`src/hdl/bfe_pkg.sv`:
```
// Shared types, constants and helpers for the Bezier edge flattener.
// Used by the channel interfaces, controller, datapath and top level.
package bfe_pkg;

  localparam int COORD_W       = 24;
  localparam int SLOPE_W       = 32;
  localparam int LVL_W         = 3;
  localparam int STK_IDX_W     = 3;
  localparam int CNT_W         = 6;
  localparam int MAX_DEPTH_DEF = 6;
  localparam int DIV_STEPS     = 40;
  localparam int TEST_LAST     = 15;
  localparam int RES_CNT_W     = 6;
  localparam int PADDR_W       = 3;
  localparam logic [15:0] TOL_RESET = 16'd5898;
  localparam logic [PADDR_W-3:0] REG_TOL = '0;

  typedef logic signed [COORD_W-1:0] coord_t;

  // Four points of one curve piece along a single axis.
  typedef struct packed {
    coord_t p0;
    coord_t p1;
    coord_t p2;
    coord_t p3;
  } curve4_t;

  typedef struct packed {
    curve4_t lo;
    curve4_t hi;
  } halves_t;

  typedef enum logic [2:0] {
    ST_IDLE,
    ST_CHECK,
    ST_TEST,
    ST_SPLIT,
    ST_DIV_INIT,
    ST_DIV,
    ST_EMIT,
    ST_POP
  } state_t;

  // Micro operations of the flatness test sequence.
  typedef enum logic [3:0] {
    OP_NOP,
    OP_DIFF,
    OP_C1A,
    OP_C1B,
    OP_C2A,
    OP_C2B,
    OP_LA,
    OP_LB,
    OP_TLO,
    OP_THI,
    OP_MHH,
    OP_MHL,
    OP_MLL
  } flt_op_t;

  typedef struct packed {
    logic                 load;
    flt_op_t              op;
    logic                 split;
    logic                 div_init;
    logic                 div_step;
    logic                 emit;
    logic                 last;
    logic                 pop;
    logic [STK_IDX_W-1:0] stk_idx;
  } ctl_cmd_t;

  typedef struct packed {
    logic at_max;
    logic is_flat;
    logic out_free;
  } dp_sts_t;

  // Schedule of the flatness test: at most one multiply issued per step.
  function automatic flt_op_t op_at(logic [CNT_W-1:0] c);
    flt_op_t o;
    case (c)
      6'd0:    o = OP_DIFF;
      6'd1:    o = OP_C1A;
      6'd2:    o = OP_C1B;
      6'd3:    o = OP_C2A;
      6'd4:    o = OP_C2B;
      6'd5:    o = OP_LA;
      6'd6:    o = OP_LB;
      6'd8:    o = OP_TLO;
      6'd9:    o = OP_THI;
      6'd10:   o = OP_MHH;
      6'd11:   o = OP_MHL;
      6'd12:   o = OP_MLL;
      default: o = OP_NOP;
    endcase
    return o;
  endfunction

  // Midpoint rounded toward minus infinity.
  function automatic coord_t mid_pt(coord_t a, coord_t b);
    logic signed [COORD_W:0] s;
    s = (COORD_W+1)'(a) + (COORD_W+1)'(b);
    return s[COORD_W:1];
  endfunction

  // De Casteljau split at t = 1/2; the unused point stays zero for quadratics.
  function automatic halves_t split_c(curve4_t c, logic cubic);
    halves_t h;
    coord_t a, b, d, ab, bc, m, cq, mq;
    a  = mid_pt(c.p0, c.p1);
    b  = mid_pt(c.p1, c.p2);
    d  = mid_pt(c.p2, c.p3);
    ab = mid_pt(a, b);
    bc = mid_pt(b, d);
    m  = mid_pt(ab, bc);
    cq = mid_pt(c.p1, c.p3);
    mq = mid_pt(a, cq);
    if (cubic) begin
      h.lo = '{p0: c.p0, p1: a, p2: ab, p3: m};
      h.hi = '{p0: m, p1: bc, p2: d, p3: c.p3};
    end else begin
      h.lo = '{p0: c.p0, p1: a, p2: '0, p3: mq};
      h.hi = '{p0: mq, p1: cq, p2: '0, p3: c.p3};
    end
    return h;
  endfunction

endpackage

```
`src/hdl/bfe_ctrl.sv`:
```
// Sequencer of the flattener: walks the subdivision, test, divide and emit steps.
// Depends on bfe_pkg; drives the datapath by ctl_cmd_t and reads dp_sts_t.
module bfe_ctrl import bfe_pkg::*; (
  input  logic     clk,
  input  logic     rst_n,
  input  logic     in_valid,
  output logic     in_ready,
  input  dp_sts_t  sts,
  output ctl_cmd_t cmd
);

  state_t                 state_r, state_nxt;
  logic [CNT_W-1:0]       cnt_r, cnt_nxt;
  logic [STK_IDX_W-1:0]   sp_r, sp_nxt;
  logic [RES_CNT_W-1:0]   n_r, n_nxt;
  logic                   last;

  // The final edge comes when the stack is empty or the run is full.
  assign last = (sp_r == '0) || (n_r == {RES_CNT_W{1'b1}});

  // Next state.
  always_comb begin
    state_nxt = state_r;
    unique case (state_r)
      ST_IDLE:     if (in_valid) state_nxt = ST_CHECK;
      ST_CHECK:    state_nxt = sts.at_max ? ST_DIV_INIT : ST_TEST;
      ST_TEST: begin
        if (cnt_r == CNT_W'(TEST_LAST)) begin
          state_nxt = sts.is_flat ? ST_DIV_INIT : ST_SPLIT;
        end
      end
      ST_SPLIT:    state_nxt = ST_CHECK;
      ST_DIV_INIT: state_nxt = ST_DIV;
      ST_DIV:      if (cnt_r == CNT_W'(DIV_STEPS - 1)) state_nxt = ST_EMIT;
      ST_EMIT: begin
        if (sts.out_free) state_nxt = last ? ST_IDLE : ST_POP;
      end
      ST_POP:      state_nxt = ST_CHECK;
      default:     state_nxt = ST_IDLE;
    endcase
  end

  // Outputs.
  always_comb begin
    cmd          = '0;
    cmd.op       = OP_NOP;
    cmd.last     = last;
    cmd.stk_idx  = sp_r;
    in_ready     = 1'b0;
    unique case (state_r)
      ST_IDLE: begin
        in_ready = 1'b1;
        cmd.load = in_valid;
      end
      ST_TEST:     cmd.op = op_at(cnt_r);
      ST_SPLIT:    cmd.split = 1'b1;
      ST_DIV_INIT: cmd.div_init = 1'b1;
      ST_DIV:      cmd.div_step = 1'b1;
      ST_EMIT:     cmd.emit = sts.out_free;
      ST_POP: begin
        cmd.pop     = 1'b1;
        cmd.stk_idx = sp_r - 1'b1;
      end
      default: ;
    endcase
  end

  // Step counter, stack pointer and result count.
  always_comb begin
    cnt_nxt = cnt_r;
    sp_nxt  = sp_r;
    n_nxt   = n_r;
    case (state_r)
      ST_IDLE: begin
        sp_nxt = '0;
        n_nxt  = '0;
      end
      ST_CHECK, ST_DIV_INIT: cnt_nxt = '0;
      ST_TEST, ST_DIV:       cnt_nxt = cnt_r + 1'b1;
      ST_SPLIT:              sp_nxt = sp_r + 1'b1;
      ST_POP:                sp_nxt = sp_r - 1'b1;
      ST_EMIT:               if (sts.out_free) n_nxt = n_r + 1'b1;
      default: ;
    endcase
  end

  always_ff @(posedge clk) begin
    if (!rst_n) begin
      state_r <= ST_IDLE;
      cnt_r   <= '0;
      sp_r    <= '0;
      n_r     <= '0;
    end else begin
      state_r <= state_nxt;
      cnt_r   <= cnt_nxt;
      sp_r    <= sp_nxt;
      n_r     <= n_nxt;
    end
  end

endmodule

```
`config.mk`:
```
export PLATFORM = sky130hd
export DESIGN_NAME = bfe_ctrl
export DESIGN_NICKNAME = d
export VERILOG_FILES = /design/src/hdl/bfe_pkg.sv /design/src/hdl/bfe_ctrl.sv
export SDC_FILE = /design/constraint.sdc
export NUM_CORES = 1
export LEC_CHECK = 0
export BUFFER_PORTS_ARGS = -buffer_cell sky130_fd_sc_hd__buf_2
export CORE_UTILIZATION = 35
export DETAILED_ROUTE_END_ITERATION = 8
export SLEW_MARGIN = 20
export SYNTH_ARGS = -nofsm -noshare
export SYNTH_HDL_FRONTEND = slang
export SYNTH_SLANG_ARGS = --single-unit
```
`constraint.sdc`:
```
create_clock -name clk -period 3.08 [get_ports clk]
set_input_delay 0.308 -clock clk [delete_from_list [all_inputs] [get_ports clk]]
set_output_delay 0.308 -clock clk [all_outputs]
set_load 0.03 [all_outputs]
```
---- Word-level counts from Yosys, hierarchy flattened ----
Memories as Yosys holds them, arrays and structs flattened. A register that Yosys moved wholly into a read port is not among the register bits.
Cells that the tools add are included.
word-level totals
  register bits after elaboration ......... 18
  latch bits .............................. 0
  bits in writable memories ............... 0
  ROM bits ................................ 64
  output and inout port bits .............. 15
  word-level logic and storage cells ...... 58
  memories kept ........................... 1
operators by class
  add/sub/neg operators ................... 4
  multiply operators ...................... 0
  div/mod/pow operators ................... 0
  order comparisons ....................... 0
  equality and inequality tests ........... 14
  shifts and indexed selects .............. 0
  muxes and demuxes ....................... 23
  bitwise operators ....................... 0
  reduce and logical (&&, ||, !) cells .... 12
memories
  memory            depth  width  read ports  clocked after Yosys merged registers in  wr ports  line           RTL
  (name not given)  16     4      1           1                                        0         bfe_pkg.sv:82  case (c)
operators by type and width
  operator               count
  $pmux W6 S2            2
  $mux W3                7
  $pmux W3 S7            1
  $mux W4                5
  $add A6 B1 Y6 const B  2
  $eq A3 B3 Y1 const B   4
  $eq A6 B6 Y1 const B   2
  $pmux W3 S3            1
  $ne A2 B2 Y1 const B   4
  $eq A3 B2 Y1 const B   2
  $eq A6 B4 Y1 const B   1
  $logic_not A3 Y1       2
  $mux W1                6
  $mux W6                1
  $reduce_or A2 Y1       3
  $reduce_and A4 Y1      1
  $reduce_bool A2 Y1     2
  $add A3 B1 Y3 const B  1
  $eq A3 B1 Y1 const B   1
  $reduce_bool A3 Y1     1
  $sub A3 B1 Y3 const B  1
  $logic_not A2 Y1       1
  $reduce_and A2 Y1      1
  $logic_or A1 B1 Y1     1

---- Depth between registers and ports, before layout ----
Gate-level depths: netlist of the first run.
  depth in word-level cells ............... 5
  gate-level depth with buffers ........... 10

---- Worst setup path after synthesis of the first run ----
Ideal clock, no wire load.
  path type ............................... register -> output
  from .................................... register state_r[1]
  to ...................................... output cmd[2] (netlist bit)
  data arrival time ....................... 1846 ps
  slack ................................... 926 ps
  cell stages (with the launch flop) ...... 7
  buffers on the path ..................... 3
  cells stage by stage .................... dfxtp_1 -> buf_2 -> buf_2 -> and3_1 -> clkbuf_1 -> nand2_1 -> xnor2_1
RTL lines
  item                    line            RTL
  from (decl)             bfe_ctrl.sv:12  state_t state_r, state_nxt;
  from (signal assigned)  bfe_ctrl.sv:94  state_r <= state_nxt;
  to (decl)               bfe_ctrl.sv:9   output ctl_cmd_t cmd

==> qor.yml, run 1 <==
outcome: "completed"
first_pass_iters: 4
rows: 24
finalNonFillerCells: 259
synthCells: 191
vias: 1346
grt_overflow: 0
coreArea_um2: 4350
postCtsSetupRepairBufs: 0
syn_avg_cell_area_um2: 8.29
syn_to_final_growth_pct: 11.1
synthAdderAreaFrac: 0.0711
fin_nets: 223
r2r_slack_ns: 0.86
dp.cells: 255
critPathMaxStageDelay_ns: 0.71
cts_resized: 0
cts_tree: "done"
rsz0062_at_grt: "no"
synth_nets: 206
pwr_density_cell_nw_per_um2: 657
ios: 21
die_h_um: 69.3
crit_path_start_kind: "flip-flop"
synth_compound_area_frac: 0.209
min_from: "sts[0]"
ys.flop_type: "dfxtp_1"
n_fill_cell: 451
wl_per_cell_um: 13.5
setup_viol: 0
die_w_um: 69.3
ant_nets: 0
synth_edf_count: 0
synth_top_area_frac: 0.278
die_area_um2: 4800
yosys.area.top_type: "dfxtp_1"
path_clk_slew_ns: 0.08
hold_path.class: "input port to flip-flop"
grt_pass1_vias: 1288
synth-seq-cells: 22
via_per_inst: 5.20
mostFrequentLayoutCell: "dfxtp_1"
final_util: 0.404
grt_antenna_before_repair: 0
routed_wl_um: 3500
grt_usage: 0.159
r2r_start: "state_r[1]$_SDFFE_PN0P_"
crit_chain: "or3b_4 -> nor3_1 -> and2_1 -> buf_2"
worst_pin_slew_ns: 0.594
numCtsBuffers: 3
ys_warn_count: 0
worstPathRequired_ns: 2.77
drive_gt1_frac: 0.193
finalCriticalPeriod_ns: 2.46
diodes: 0
synth_xor_area_frac: 0.0442
fin_skew_ns: 0.00454
cts_hold_repair.buffers: 0
syn_area_um2: 1580
initial_core_util: 0.364
cts_buffer_depth: 2
maxSlewViolCount: 0
critPathCaptureType: "output port"
clockRootBuffer: "clkbuf_8"
clock_sinks: 22
cap_violations: 0
fin_tns_setup_ns: 0
fmax_mhz: 406
drt-initial-drc-count: 65
synthTopCellsByArea: "dfxtp_1, ha_1, nor2_1"
holdPathEnd: "n_r[4]$_SDFFE_PN0P_"
critPathKind: "flip-flop to output port"
slew_headroom: 0.603
fin_ws_ns: 0.615
htree_num_levels: 1
hold-path-cell-count: 4
portBuffers: 20
ff2ff_path_depth: 8
async_flop_share: 0
synthSimpleGateAreaFrac: 0.285
final_hold_viol_count: 0
layout_common_cells: "dfxtp_1, buf_2, nor2_1"
gp_congestion: 0.789
crit_slowest_cell: "dfxtp_1"
dp_hpwl_um: 2600
path_max_fanout: 19
synthMuxAreaShare: 0.0332
synth_top_family_by_area: "simple AND/OR/NAND/NOR gates"
clkLatencyLatePin_ns: 0.27
drc: 0
grt_max_degree: 20
dpl_worst_slack_ns: 0.876
ys_seq_area_frac: 0.278
grt_pass1_wl_um: 6260
finalPower_w: 0.00116
worstPathArrival_ns: 2.16
ir_drop_mv: 0.226
finalCritPeriodShare: 0.800
synth.distinct_cells: 58
p_leak_nw: 0.779
metrics by stage:
| stage | area, µm² | hold WS (ns) |
|---|---|---|
| 3_3_place_gp | 1710 | 0.481 |
| 6_report | 1760 | 0.390 |
| 5_1_grt | 1760 | 0.402 |
| 3_5_place_dp | 1710 | 0.476 |
| 4_1_cts | 1760 | 0.379 |
| 2_1_floorplan | 1580 | 0.458 |
worst max-delay path: cells and delay by family (launching register included):
family                 cells  cell delay, ns
buffers and inverters      1            0.19
AND/OR/NAND/NOR            3            1.00
flip-flops                 1            0.71
synthesized netlist by cell type, types with 5 or more instances:
master,number
dfxtp_1,22
nor2_1,18
inv_1,16
and2_1,10
nand2_1,10
ha_1,9
o21ai_0,9
a21oi_1,8
and3_1,6
xor2_1,6
buf_2,5
nand3_1,5
area by class of cell:
class | instances | area (µm²) | area share
Clock buffer | 4 | 55.1 | 0.0313
Inverter | 16 | 60.1 | 0.0341
Multi-Input combinational cell | 142 | 1020 | 0.578
Sequential cell | 22 | 440 | 0.250
Tap cell | 52 | 65.1 | 0.0370
Timing Repair Buffer | 23 | 123 | 0.0697
where the power goes:
group          internal, W  switching [W]
Clock             0.000114       0.000100
Combinational     0.000220       0.000354
Sequential        0.000314      0.0000548
Total             0.000648       0.000509
metal layers:
| layer | global-route usage | part of all wire |
|---|---|---|
| met5 | 0 | 0 |
| met4 | 0.0680 | 0.020 |
| met3 | 0.0203 | 0.037 |
| met2 | 0.234 | 0.42 |
| met1 | 0.232 | 0.52 |
kinds of logic (layout without fill, tap and decap cells):
logic type               Yosys count  count (layout)
AO/OA/AOI/OAI                     46              46
XOR/XNOR                           8               8
adder cells (fa/ha/maj)            9               9
buffers and inverters             27              43
flip-flops                        22              22
multiplexers                       5               5
AND/OR/NAND/NOR                   74              74
how the worst max path moves through the flow:
| stage | from | end | slack (ns) | depth (start not counted) |
|---|---|---|---|---|
| finish | state_r[1]$_SDFFE_PN0P_ | cmd[11] | 0.62 | 4 |
| global route | state_r[1]$_SDFFE_PN0P_ | cmd[9] | 0.38 | 4 |
| CTS | state_r[1]$_SDFFE_PN0P_ | cmd[11] | 0.58 | 4 |
| detailed placement | state_r[1]$_SDFFE_PN0P_ | flip-flop | 0.88 | 8 |
| global placement | state_r[1]$_SDFFE_PN0P_ | flip-flop | 0.93 | 8 |
| floorplan | state_r[1]$_SDFFE_PN0P_ | cmd[2] | 0.93 | 6 |
Power figures use the tool's default switching activity.
==> run 2: changes to the inputs <==
clock period = 2.3 ns   (was 3.08 ns; I/O delays follow)
==> run 2 against run 1 <==
Count of clock-buffer cells in the layout unchanged. Sequential share of layout area down 0.44 points. Via count up 0.89%. Final area up 2.1%. Critical endpoint is now cmd[10]. Largest power group unchanged.
==> qor.yml, run 2 (same netlist as run 1, synthesis figures left out) <==
layout_common_cells: "dfxtp_1, buf_2, nor2_1"
grt_overflow: 0  # unchanged
crit_path_start_kind: "flip-flop"
min_from: "sts[0]"
rsz0062_at_grt: "no"
ff2ff_path_depth: 9  # +1
final_hold_viol_count: 0  # unchanged
clockRootBuffer: "clkbuf_8"
die_area_um2: 4800  # unchanged
htree_num_levels: 1  # unchanged
clkLatencyLatePin_ns: 0.26  # about the same
finalPower_w: 0.00159  # +38%
fin_skew_ns: 0.00378  # -0.000763 ns
worstPathArrival_ns: 1.89  # -0.27 ns
final_util: 0.413  # +0.00833
n_fill_cell: 444  # -1.6%
fmax_mhz: 472
initial_core_util: 0.364  # unchanged
slew_headroom: 0.742  # +0.138
holdPathEnd: "n_r[4]$_SDFFE_PN0P_"
cts_buffer_depth: 2  # unchanged
path_max_fanout: 10  # -9
setup_viol: 0  # unchanged
drive_gt1_frac: 0.218  # +0.0248
p_leak_nw: 0.805  # +3.3%
ant_nets: 0  # unchanged
grt_max_degree: 20  # unchanged
vias: 1358  # +0.89%
ir_drop_mv: 0.371  # +65%
drt-initial-drc-count: 140  # +120%
grt_antenna_before_repair: 0  # unchanged
cts_hold_repair.buffers: 0  # unchanged
multi_input_area_um2: 1020  # +0.49%
grt_pass1_wl_um: 6100  # -2.5%
syn_to_final_growth_pct: 13.4
grt_pass1_vias: 1260  # -2.2%
grt_usage: 0.153  # -0.00599
pwr_density_cell_nw_per_um2: 886  # +35%
fin_nets: 227  # +1.8%
rows: 24  # unchanged
outcome: "completed"
regArea_um2: 442  # +0.28%
finalCritPeriodShare: 0.921
portBuffers: 20  # unchanged
fin_tns_setup_ns: 0  # unchanged
wl_per_cell_um: 13.0  # -3.8%
r2r_start: "cnt_r[1]$_SDFFE_PN0N_"
diodes: 0  # unchanged
finalCriticalPeriod_ns: 2.12
via_per_inst: 5.16  # -0.64%
worstPathRequired_ns: 2.07  # -0.70 ns
die_h_um: 69.3  # unchanged
ios: 21  # unchanged
first_pass_iters: 4  # unchanged
die_w_um: 69.3  # unchanged
gp_congestion: 0.759  # -3.9%
hold-path-cell-count: 4  # unchanged
dp.cells: 259  # +1.6%
cts_tree: "done"
clock_sinks: 22  # unchanged
coreArea_um2: 4350  # unchanged
worst_pin_slew_ns: 0.388  # -0.207 ns
finalNonFillerCells: 263  # +1.5%
maxSlewViolCount: 0  # unchanged
path_clk_slew_ns: 0.09  # about the same
drc: 0  # unchanged
mostFrequentLayoutCell: "dfxtp_1"
r2r_slack_ns: 0.20  # -0.66 ns
cap_violations: 0  # unchanged
hold_path.class: "input port to flip-flop"
dp_hpwl_um: 2540  # -2.6%
numCtsBuffers: 3  # unchanged
critPathCaptureType: "output port"
critPathKind: "flip-flop to output port"
routed_wl_um: 3420  # -2.3%
## run 2: cell count changes in the layout (fill, tap and decap cells not counted), sizes merged
cell / change
buf: +4
## run 2: layout make-up
type	count	area share
flip-flops and latches	22	0.246
repair buffers	27	0.0850
inverters	16	0.0334
clock buffers	4	0.0306
multi-input cells	142	0.569
well taps	52	0.0362
## run 2: worst max-delay path by stage
stage / start / endpoint / slack (ns)
2_1_floorplan: state_r[1]$_SDFFE_PN0P_ / cmd[2] / 0.22
3_3_place_gp: cnt_r[1]$_SDFFE_PN0N_ / flip-flop / 0.29
3_5_place_dp: cnt_r[1]$_SDFFE_PN0N_ / flip-flop / 0.24
4_1_cts: state_r[2]$_SDFFE_PN0P_ / cmd[12] / 0.03
5_1_grt: state_r[2]$_SDFFE_PN0P_ / cmd[10] / 0.01
6_report: state_r[2]$_SDFFE_PN0P_ / cmd[10] / 0.18
## run 2: repair_timing
| action | CTS | global route |
|---|---|---|
| resized for setup | 0 | 2 |
| buffers inserted | 0 | 0 |
| endpoints found under the setup margin | 0 | 4 |
| hold endpoints to repair | 0 | 0 |
## run 2: per-layer routing
layer	global-route usage	part of all wire	vias to the layer above	routed length, µm
li1	-	-	717	-
met1	0.229	0.53	608	1820
met2	0.228	0.42	28	1450
met3	0.0233	0.035	5	120
met4	0.0408	0.0091	0	31
met5	0	0	-	0
## run 2: where the power goes
part	switching (W)	leakage [nW]	internal [W]
registers	0.0000620	0.178	0.000421
logic	0.000495	0.598	0.000326
clock network	0.000135	0.0288	0.000153
## run 2: critical path, cell delays in order (launching register included)
cell	delay (ns)
dfxtp_1	0.41
buf_4	0.22
or3b_4	0.44
nor3_2	0.20
and2_1	0.15
buf_2	0.19
## run 2: through the flow
stage / setup WS (ns) / instance area (µm²) / hold slack, ns
2_1_floorplan: 0.224 / 1580 / 0.383
3_3_place_gp: 0.286 / 1740 / 0.485
3_5_place_dp: 0.238 / 1740 / 0.480
4_1_cts: 0.0259 / 1790 / 0.309
5_1_grt: 0.0140 / 1800 / 0.340
6_report: 0.181 / 1800 / 0.303
==> run 3: changes to the inputs <==
--- a/config.mk
+++ b/config.mk
@@ -9,4 +9,5 @@
 export CORE_UTILIZATION = 35
 export DETAILED_ROUTE_END_ITERATION = 8
+export RECOVER_POWER = 100
 export SLEW_MARGIN = 20
 export SYNTH_ARGS = -nofsm -noshare
==> constraint.sdc (replaced) <==
create_clock -name clk -period 2.3 [get_ports clk]
set_input_delay 0.23 -clock clk [delete_from_list [all_inputs] [get_ports clk]]
set_output_delay 0.23 -clock clk [all_outputs]
set_load 0.02 [all_outputs]
==> run 3 against run 2 <==
Cell count is the same. First-iteration DRC count shrank 19%. Maximum frequency shrank 1.4%. Routed wire length grew 2.2%. Die area is the same. Largest power group unchanged. Sequential power is essentially flat. Sequential cell count is the same. Global-route usage shrank 0.36 points. Non-clock buffer count is the same. Highest routed layer unchanged. Via count grew 1.1%. Clock skew grew 0.0036 ns.
==> qor.yml, run 3 (same netlist as run 1, synthesis figures left out) <==
drc: 0  # unchanged
drt-initial-drc-count: 114  # -19%
numCtsBuffers: 3  # unchanged
cts_hold_repair.buffers: 0  # unchanged
crit_path_frequent_cell: "clkbuf_2"
drive_gt1_frac: 0.152  # -0.0664
vias: 1373  # +1.1%
ir_drop_mv: 0.314  # -15%
dp_hpwl_um: 2600  # +2.6%
path_clk_slew_ns: 0.09  # about the same
multi_input_area_um2: 982  # -3.9%
clkLatencyLatePin_ns: 0.27  # about the same
diodes: 0  # unchanged
die_h_um: 69.3  # unchanged
grt_pass1_wl_um: 5960  # -2.3%
maxSlewViolCount: 0  # unchanged
finalCritPeriodShare: 0.934  # +0.0132
rsz0062_at_grt: "no"
initial_core_util: 0.364  # unchanged
cap_violations: 0  # unchanged
cts_buffer_depth: 2  # unchanged
dp.cells: 259  # unchanged
fin_skew_ns: 0.00736  # +0.00359 ns
grt_antenna_before_repair: 0  # unchanged
fin_tns_setup_ns: 0  # unchanged
setup_viol: 0  # unchanged
via_per_inst: 5.22  # +1.1%
n_fill_cell: 455  # +2.5%
finalNonFillerCells: 263  # unchanged
clockRootBuffer: "clkbuf_8"
critPathCaptureType: "output port"
path_max_fanout: 13  # +3
grt_max_degree: 18  # -10%
mostFrequentLayoutCell: "dfxtp_1"
regArea_um2: 440  # -0.28%
first_pass_iters: 4  # unchanged
worst_pin_slew_ns: 0.472  # +0.0848 ns
wl_per_cell_um: 13.3  # +2.2%
slew_headroom: 0.682  # -0.0592
crit_slowest_cell: "or3b_4"
clock_sinks: 22  # unchanged
die_w_um: 69.3  # unchanged
syn_to_final_growth_pct: 9.56
htree_num_levels: 1  # unchanged
postCtsSetupRepairBufs: 0  # unchanged
hold_path.class: "input port to flip-flop"
grt_usage: 0.150  # -0.00359
die_area_um2: 4800  # unchanged
ant_nets: 0  # unchanged
routed_wl_um: 3490  # +2.2%
ios: 21  # unchanged
grt_overflow: 0  # unchanged
grt_pass1_vias: 1289  # +2.3%
worstPathArrival_ns: 1.92  # +0.03 ns
crit_path_start_kind: "flip-flop"
p_leak_nw: 0.729  # -9.4%
cts_resized: 0  # unchanged
layout_common_cells: "dfxtp_1, nor2_1, inv_1"
crit_chain: "clkbuf_2 -> or3b_4 -> nor3_2 -> and2_1 -> clkbuf_2"
worstPathRequired_ns: 2.07  # about the same
final_hold_viol_count: 0  # unchanged
fmax_mhz: 465  # -1.4%
fin_nets: 227  # unchanged
finalCriticalPeriod_ns: 2.15  # +0.0304 ns
rows: 24  # unchanged
coreArea_um2: 4350  # unchanged
cts_tree: "done"
pwr_density_cell_nw_per_um2: 867  # -2.1%
critPathMaxStageDelay_ns: 0.48  # +0.04 ns
gp_congestion: 0.744  # -2.0%
portBuffers: 20  # unchanged
critPathKind: "flip-flop to output port"
outcome: "completed"
[run 3: stage by stage]
step	util	power, W	setup slack, ns	instance area [µm²]	hold WS (ns)
after floorplan	-	0.00109	0.290	1580	0.383
after detailed placement	0.399	0.00127	0.223	1740	0.477
after CTS	0.411	0.00156	0.111	1790	0.307
final	0.399	0.00150	0.151	1740	0.307
after global routing	0.399	0.00161	0.0381	1740	0.330
after global placement	0.399	0.00126	0.299	1740	0.485
[run 3: per-layer routing]
layer	global-route usage	wire, µm	share of wire	vias to the layer above
met3	0.0218	80	0.023	4
met5	0	0	0	-
met4	0.0454	38	0.011	0
li1	-	-	-	715
met1	0.215	1860	0.53	635
met2	0.231	1520	0.43	19
[run 3: cell type report]
type	instances	share of cell area
clock buffers	4	0.0317
inverters	16	0.0346
multi-input cells	142	0.566
flip-flops and latches	22	0.254
well taps	52	0.0375
repair buffers	27	0.0764
[run 3: where the power goes]
group          internal (W)  switching (W)
sequential         0.000420      0.0000648
combinational      0.000289       0.000444
clock              0.000153       0.000134
total              0.000862       0.000642
[run 3: worst max-delay path: cells and delay by family, from the launching register on]
family | cells | cell delay [ns]
buffers and inverters | 2 | 0.42
flip-flops | 1 | 0.40
AND/OR/NAND/NOR | 3 | 0.83
[run 3: worst paths after layout]
check,startpoint,to,slack (ns),cells after the start
max reg2reg,cnt_r[1]$_SDFFE_PN0N_,flip-flop,0.19,9
max,state_r[2]$_SDFFE_PN0P_,cmd[10],0.15,5
min reg2reg,n_r[1]$_SDFFE_PN0P_,n_r[1]$_SDFFE_PN0P_,0.48,2
min,sts[0],n_r[4]$_SDFFE_PN0P_,0.31,4
